[config.mk]
export PLATFORM = sky130hd
export DESIGN_NAME = command_keyword_recognizer
export DESIGN_NICKNAME = d
export VERILOG_FILES = /design/src/rtl/ckr_pkg.sv /design/src/rtl/command_keyword_recognizer.sv /design/src/rtl/ckr_match.sv
export SDC_FILE = /design/constraint.sdc
export NUM_CORES = 1
export LEC_CHECK = 0
export ABC_CLOCK_PERIOD_IN_PS = 3370
export BUFFER_PORTS_ARGS = -buffer_cell sky130_fd_sc_hd__clkbuf_2
export CELL_PAD_IN_SITES_DETAIL_PLACEMENT = 2
export CELL_PAD_IN_SITES_GLOBAL_PLACEMENT = 2
export CORE_MARGIN = 5
export CORE_UTILIZATION = 28
export CTS_BUF_LIST = sky130_fd_sc_hd__clkbuf_2 sky130_fd_sc_hd__clkbuf_4 sky130_fd_sc_hd__clkbuf_8
export CTS_CLUSTER_SIZE = 8
export DETAILED_ROUTE_END_ITERATION = 8
export GPL_TIMING_DRIVEN = 0
export PLACE_DENSITY_LB_ADDON = 0.1
export SYNTH_ARGS = -nofsm -noshare
export SYNTH_HDL_FRONTEND = slang
export SYNTH_SLANG_ARGS = --single-unit
export TNS_END_PERCENT = 50
[constraint.sdc]
create_clock -name i_clk -period 3.37 [get_ports i_clk]
set_input_delay 0.1685 -clock i_clk [delete_from_list [all_inputs] [get_ports i_clk]]
set_output_delay 0.1685 -clock i_clk [all_outputs]
set_load 0.01 [all_outputs]
[src/rtl/ckr_pkg.sv]
// Shared types, constants and word tables for the command keyword recognizer.
package ckr_pkg;

    localparam int WORD_COUNT = 3;

    localparam logic [7:0] ABORT_BYTE  = 8'h03;
    localparam logic [3:0] LIMIT_RESET = 4'd3;

    typedef enum logic [2:0] {
        KIND_UPTIME  = 3'd0,
        KIND_LOAD    = 3'd1,
        KIND_EXIT    = 3'd2,
        KIND_INVALID = 3'd3,
        KIND_ABORT   = 3'd4
    } t_kind;

    typedef enum logic [1:0] {
        WORD_UPTIME = 2'd0,
        WORD_LOAD   = 2'd1,
        WORD_EXIT   = 2'd2
    } t_word;

    typedef struct packed {
        logic [2:0] match_position;
        logic [2:0] word_alive;     // bit 0 uptime, bit 1 load, bit 2 exit
        logic [3:0] invalid_run;
    } t_state;

    typedef struct packed {
        logic  valid;
        t_kind kind;
        logic  end_session;
    } t_result;

    localparam t_state STATE_RESET = '{
        match_position: 3'd0,
        word_alive:     3'b111,
        invalid_run:    4'd0
    };

    function automatic logic [3:0] word_len(input logic [1:0] k);
        logic [3:0] len;
        case (k)
            WORD_UPTIME: len = 4'd6;
            WORD_LOAD:   len = 4'd4;
            WORD_EXIT:   len = 4'd4;
            default:     len = 4'd0;
        endcase
        return len;
    endfunction

    function automatic logic [7:0] word_char(input logic [1:0] k, input logic [2:0] pos);
        logic [7:0] ch;
        ch = 8'h00;
        case (k)
            WORD_UPTIME: begin
                case (pos)
                    3'd0:    ch = "u";
                    3'd1:    ch = "p";
                    3'd2:    ch = "t";
                    3'd3:    ch = "i";
                    3'd4:    ch = "m";
                    3'd5:    ch = "e";
                    default: ch = 8'h00;
                endcase
            end
            WORD_LOAD: begin
                case (pos)
                    3'd0:    ch = "l";
                    3'd1:    ch = "o";
                    3'd2:    ch = "a";
                    3'd3:    ch = "d";
                    default: ch = 8'h00;
                endcase
            end
            WORD_EXIT: begin
                case (pos)
                    3'd0:    ch = "e";
                    3'd1:    ch = "x";
                    3'd2:    ch = "i";
                    3'd3:    ch = "t";
                    default: ch = 8'h00;
                endcase
            end
            default: ch = 8'h00;
        endcase
        return ch;
    endfunction

endpackage

[src/rtl/command_keyword_recognizer.sv]
// Top level of the command keyword recognizer: input register, matcher, result register.
//
//   channel  direction  handshake               payload
//   in       sink       i_in_valid/o_in_stall   i_byte_in
//   out      source     o_out_valid/i_out_stall o_request_kind, o_end_session
//   cfg      sink       i_cfg_valid/o_cfg_ready i_cfg_invalid_limit
//
// One byte per cycle sustained while the result is not stalled; a byte that yields a result
// passes through the input register, then the matcher into the result register.
// Match state updates as a byte leaves the input register, which happens only while
// the result register is empty or its beat is taken in the same cycle.
// A stalled result holds the byte in the input register; o_in_stall stays high until
// the result is taken. Synchronous active-low reset clears match state and valid flags, limit 3.
module command_keyword_recognizer (
    input  logic       i_clk,
    input  logic       i_rst_n,
    input  logic       i_in_valid,
    output logic       o_in_stall,
    input  logic [7:0] i_byte_in,
    output logic       o_out_valid,
    input  logic       i_out_stall,
    output logic [2:0] o_request_kind,
    output logic       o_end_session,
    input  logic       i_cfg_valid,
    output logic       o_cfg_ready,
    input  logic [3:0] i_cfg_invalid_limit
);

    logic              r_in_valid;
    logic [7:0]        r_in_byte;
    ckr_pkg::t_state   r_state;
    ckr_pkg::t_state   n_state;
    ckr_pkg::t_result  n_result;
    logic [3:0]        r_limit;
    logic              r_out_valid;
    ckr_pkg::t_kind    r_out_kind;
    logic              r_out_end;
    logic              in_accept;
    logic              advance;

    // byte leaves the input register when the result register can take a beat
    assign advance    = r_in_valid && (!r_out_valid || !i_out_stall);
    assign o_in_stall = r_in_valid && !advance;
    assign in_accept  = i_in_valid && !o_in_stall;
    assign o_cfg_ready = 1'b1;

    ckr_match u_match (
        .i_byte   (r_in_byte),
        .i_state  (r_state),
        .i_limit  (r_limit),
        .o_state  (n_state),
        .o_result (n_result)
    );

    always_ff @(posedge i_clk) begin
        if (!i_rst_n) begin
            r_in_valid  <= 1'b0;
            r_state     <= ckr_pkg::STATE_RESET;
            r_limit     <= ckr_pkg::LIMIT_RESET;
            r_out_valid <= 1'b0;
        end else begin
            if (in_accept) begin
                r_in_valid <= 1'b1;
            end else if (advance) begin
                r_in_valid <= 1'b0;
            end
            if (advance) begin
                r_state <= n_state;
            end
            if (i_cfg_valid && o_cfg_ready) begin
                r_limit <= i_cfg_invalid_limit;
            end
            if (advance && n_result.valid) begin
                r_out_valid <= 1'b1;
            end else if (!i_out_stall) begin
                r_out_valid <= 1'b0;
            end
        end
    end

    always_ff @(posedge i_clk) begin
        if (in_accept) begin
            r_in_byte <= i_byte_in;
        end
        if (advance && n_result.valid) begin
            r_out_kind <= n_result.kind;
            r_out_end  <= n_result.end_session;
        end
    end

    assign o_out_valid    = r_out_valid;
    assign o_request_kind = r_out_kind;
    assign o_end_session  = r_out_end;

    a_end_clears: assert property (@(posedge i_clk) disable iff (!i_rst_n)
        advance && n_result.valid && n_result.end_session
        |=> r_state == ckr_pkg::STATE_RESET)
        else $error("session end did not clear match state");

    a_pos_range: assert property (@(posedge i_clk) disable iff (!i_rst_n)
        r_state.match_position <= 3'd5)
        else $error("match position past longest word");

    a_alive_nonzero: assert property (@(posedge i_clk) disable iff (!i_rst_n)
        r_state.word_alive != 3'b000)
        else $error("no word possible but match not restarted");

    a_abort_ends: assert property (@(posedge i_clk) disable iff (!i_rst_n)
        o_out_valid && (o_request_kind == ckr_pkg::KIND_ABORT
                        || o_request_kind == ckr_pkg::KIND_EXIT)
        |-> o_end_session)
        else $error("abort or exit without session end");

endmodule

[src/rtl/ckr_match.sv]
// Next-state and result logic for one received byte.
module ckr_match (
    input  logic [7:0]      i_byte,
    input  ckr_pkg::t_state i_state,
    input  logic [3:0]      i_limit,
    output ckr_pkg::t_state o_state,
    output ckr_pkg::t_result o_result
);

    logic [2:0] alive;
    logic [2:0] hit;
    logic [3:0] lim_eff;
    logic [3:0] run;

    always_comb begin
        alive = '0;
        hit   = '0;
        for (int k = 0; k < ckr_pkg::WORD_COUNT; k++) begin
            if (i_state.word_alive[k] && i_byte != 8'h00
                && ({1'b0, i_state.match_position} < ckr_pkg::word_len(2'(k)))
                && ckr_pkg::word_char(2'(k), i_state.match_position) == i_byte) begin
                alive[k] = 1'b1;
            end
            if (alive[k] && ({1'b0, i_state.match_position} + 4'd1
                             == ckr_pkg::word_len(2'(k)))) begin
                hit[k] = 1'b1;
            end
        end
    end

    // a limit of zero behaves as one
    assign lim_eff = (i_limit == 4'd0) ? 4'd1 : i_limit;
    assign run     = i_state.invalid_run + 4'd1;

    always_comb begin
        o_state                = i_state;
        o_result.valid         = 1'b0;
        o_result.kind          = ckr_pkg::KIND_INVALID;
        o_result.end_session   = 1'b0;
        if (i_byte == ckr_pkg::ABORT_BYTE) begin
            o_state              = ckr_pkg::STATE_RESET;
            o_result.valid       = 1'b1;
            o_result.kind        = ckr_pkg::KIND_ABORT;
            o_result.end_session = 1'b1;
        end else if (hit[ckr_pkg::WORD_UPTIME]) begin
            o_state        = ckr_pkg::STATE_RESET;
            o_result.valid = 1'b1;
            o_result.kind  = ckr_pkg::KIND_UPTIME;
        end else if (hit[ckr_pkg::WORD_LOAD]) begin
            o_state        = ckr_pkg::STATE_RESET;
            o_result.valid = 1'b1;
            o_result.kind  = ckr_pkg::KIND_LOAD;
        end else if (hit[ckr_pkg::WORD_EXIT]) begin
            o_state              = ckr_pkg::STATE_RESET;
            o_result.valid       = 1'b1;
            o_result.kind        = ckr_pkg::KIND_EXIT;
            o_result.end_session = 1'b1;
        end else if (alive == 3'b000) begin
            o_result.valid = 1'b1;
            o_result.kind  = ckr_pkg::KIND_INVALID;
            o_state        = ckr_pkg::STATE_RESET;
            if (run >= lim_eff) begin
                o_result.end_session = 1'b1;
            end else begin
                o_state.invalid_run = run;
            end
        end else begin
            o_state.word_alive     = alive;
            o_state.match_position = i_state.match_position + 3'd1;
        end
    end

endmodule

==> results.sh <==
export IMPL_num_rows=28
export IMPL_fin_cells=283
export IMPL_clock_path_buffers=2
export IMPL_antenna_left=0
export IMPL_dp_hpwl_mm=3.811
export IMPL_final_nets=237
export IMPL_cts_repair_resized=0
export IMPL_min_period_over_period_pct=88.28
export IMPL_p_leak_nw=0.7627
export IMPL_final_core_util_pct=33.07
export IMPL_synth_main_ff_cell="dfxtp_1"
export IMPL_start_util_pct=29.05
export IMPL_synth_distinct_cells=55
export IMPL_clkSlewWorstSetupHoldPaths_ps=100
export IMPL_synth_nets=212
export IMPL_vias_per_cell=5.081
export IMPL_path_class="flop to flop"
export IMPL_drive_gt1_share_pct=18.27
export IMPL_overflow=0
export IMPL_yosysWarnings=0
export IMPL_wire_per_inst_um=16.78
export IMPL_grtUsageMet2_pct=23.05
export IMPL_tightest_slew_ps=651.0
export IMPL_setup_viol=0
export IMPL_relSlewSlack_pct=56.51
export IMPL_slew_violations=0
export IMPL_hp_class="primary input to flop"
export IMPL_grt_antenna_before_repair=0
export IMPL_dieWidth_um=88.62
export IMPL_cts_root_buf="clkbuf_8"
export IMPL_numPortBuffers=20
export IMPL_top_usage_layer="met2"
export IMPL_tns_ps=0
export IMPL_synthArstFlopShare_pct=0
export IMPL_synth_top_cell_by_area="edfxtp_1"
export IMPL_cts_tree="built"
export IMPL_synthCells=184
export IMPL_synth_edff_count=12
export IMPL_ys_top_cells_by_area="edfxtp_1 21%, dfxtp_1 19%, ha_1 8.0%"
export IMPL_grt_pass1_wl_mm=8.245
export IMPL_core_area_um2=5956
export IMPL_n_antenna_cell=0
export IMPL_cp_arrival_ps=2960
export IMPL_rsz0062_at_grt="false"
export IMPL_wl_mm=4.749
export IMPL_layout_setup_ws_ps=394.9
export IMPL_gp_congestion=0.7349
export IMPL_dp_slack_ps=353.1
export IMPL_ctsHtreeMaxLevel=1
export IMPL_die_area_um2=7853
export IMPL_postCtsHoldBufs=0
export IMPL_io_pins=24
export IMPL_power_density_nw_per_um2=331.7
export IMPL_finalClockSkew_ps=2.978
export IMPL_crit_fanout=8
export IMPL_grt_use_total_pct=13.64
export IMPL_hold_violations=0
export IMPL_grt_use_met3_pct=2.886
export IMPL_remaining_drc_errors=0
export IMPL_yosysMostFrequentCell="nor2_1"
export IMPL_clock_sinks=28
export IMPL_grtUsageMet1_pct=17.88
export IMPL_grt_pass1_vias=1662
export IMPL_drt_iter0_markers=48
export IMPL_vias=1438
export IMPL_netlist_area_um2=1730
export IMPL_ys_ff_latch=28
export IMPL_synth_top_area_share_pct=20.82
export IMPL_syn_avg_cell_area_um2=9.404
export IMPL_period_needed_ps=2975
export IMPL_crit_required_ps=3360
export IMPL_synth_common_cells="19 x nor2_1, 16 x dfxtp_1, 15 x nand2_1"
export IMPL_status="completed"
export IMPL_critPathLaunchType="flop"
export IMPL_hold_ws_ps=58.43
export IMPL_numCtsBuffers=3
export IMPL_clkLatencyLatePin_ps=280
export IMPL_area_delta_synth_final_pct=13.81
export IMPL_cap_violations=0
export IMPL_grt_start_max_net_pins=16
export IMPL_die_y_um=88.62
export IMPL_ir_drop_v=0.0001615
export IMPL_endpoint_kind="flop"
export IMPL_post_cts_buffers=0
export IMPL_place_inst=279
export IMPL_fmax_ghz=0.3361
export IMPL_drt_pass1_iterations=3
export IMPL_ys_seq_area_share_pct=39.33
-- per-stage QoR --
stage	instance area (µm²)	power, mW
floorplan	1730	0.4389
global placement	1924	0.4647
detailed placement	1924	0.4708
CTS	1969	0.6649
global route	1969	0.6916
finish	1969	0.6533
-- cells by family after synthesis --
logic type	after synthesis	share of synthesized area, %
xor+xnor	6	3.037
other cells	1	0.2167
mux	4	2.314
compound gates	40	18.44
buf+inv	17	4.410
fa+ha+maj	11	7.954
simple gates	77	24.29
flops	28	39.34
-- power breakdown --
group          switching [mW]  internal (mW)  total, mW
registers              0.0117          0.369      0.381
clock network           0.110         0.0820      0.192
logic                  0.0466         0.0337     0.0803
total                   0.168          0.485      0.653
-- layout by cell type, fill, tap and decap left out, drive strengths merged, types with 2 or more instances in the layout --
| master | count |
|---|---|
| clkbuf | 26 |
| nor4 | 2 |
| buf | 3 |
| mux2i | 4 |
| or3 | 3 |
| a31oi | 3 |
| o211ai | 4 |
| nor4b | 3 |
| edfxtp | 12 |
| and3 | 2 |
| inv | 10 |
| a31o | 2 |
| a21oi | 10 |
| nand2 | 15 |
| xor2 | 2 |
| o21ai | 8 |
| nand2b | 5 |
| and2 | 4 |
| nor3 | 4 |
| nor2 | 19 |
| ha | 11 |
| nor3b | 2 |
| nand3 | 4 |
| nand4 | 3 |
| nor2b | 4 |
| clkinv | 2 |
| dfxtp | 16 |
| o21a | 2 |
| xnor2 | 4 |
-- final cells by class --
type / instances / area, µm²
multi-input combinational: 139 / 973.4
inverter: 11 / 41.29
fill: 694 / 3986
timing repair buffer: 20 / 100.1
clock inverter: 1 / 3.754
tap: 75 / 93.84
sequential: 28 / 680.7
buffer: 6 / 35.03
clock buffer: 3 / 41.29
-- flip-flops by register name (all words and copies together), names as in the netlist --
signal	count
o_out_valid	1
r_limit	4
o_request_kind	3
r_state	10
o_end_session	1
r_in_valid	1
r_in_byte	8
-- worst max-delay path, cell delays in order, from the launching register on --
cell,delay (ps)
dfxtp_1,500
inv_1,170
ha_1,320
or3b_1,430
o221ai_2,110
a2111oi_4,170
or2_2,350
o211ai_4,320
nand2_1,140
inv_2,180
-- worst paths after layout --
path	from	endpoint	slack, ps	depth (start not counted)
setup / recovery	r_state[8]$_SDFFE_PN0P_	o_request_kind[1]$_SDFFCE_PP0P_	390	9
hold / removal	i_byte_in[5]	r_in_byte[5]$_DFFE_PP_	60	1
setup reg to reg	r_state[8]$_SDFFE_PN0P_	o_request_kind[1]$_SDFFCE_PP0P_	390	9
hold reg to reg	r_state[1]$_SDFFE_PN0P_	r_state[1]$_SDFFE_PN0P_	480	2
-- per-layer routing --
layer  routed length (µm)  up-vias  part of all wire (%)
li1                     -      703                     -
met1                 2303      703                    48
met2                 2236       28                    47
met3                  168        4                   3.5
met4                   40        0                  0.84
met5                    0        -                     0
(Power assumes the default switching activity.)
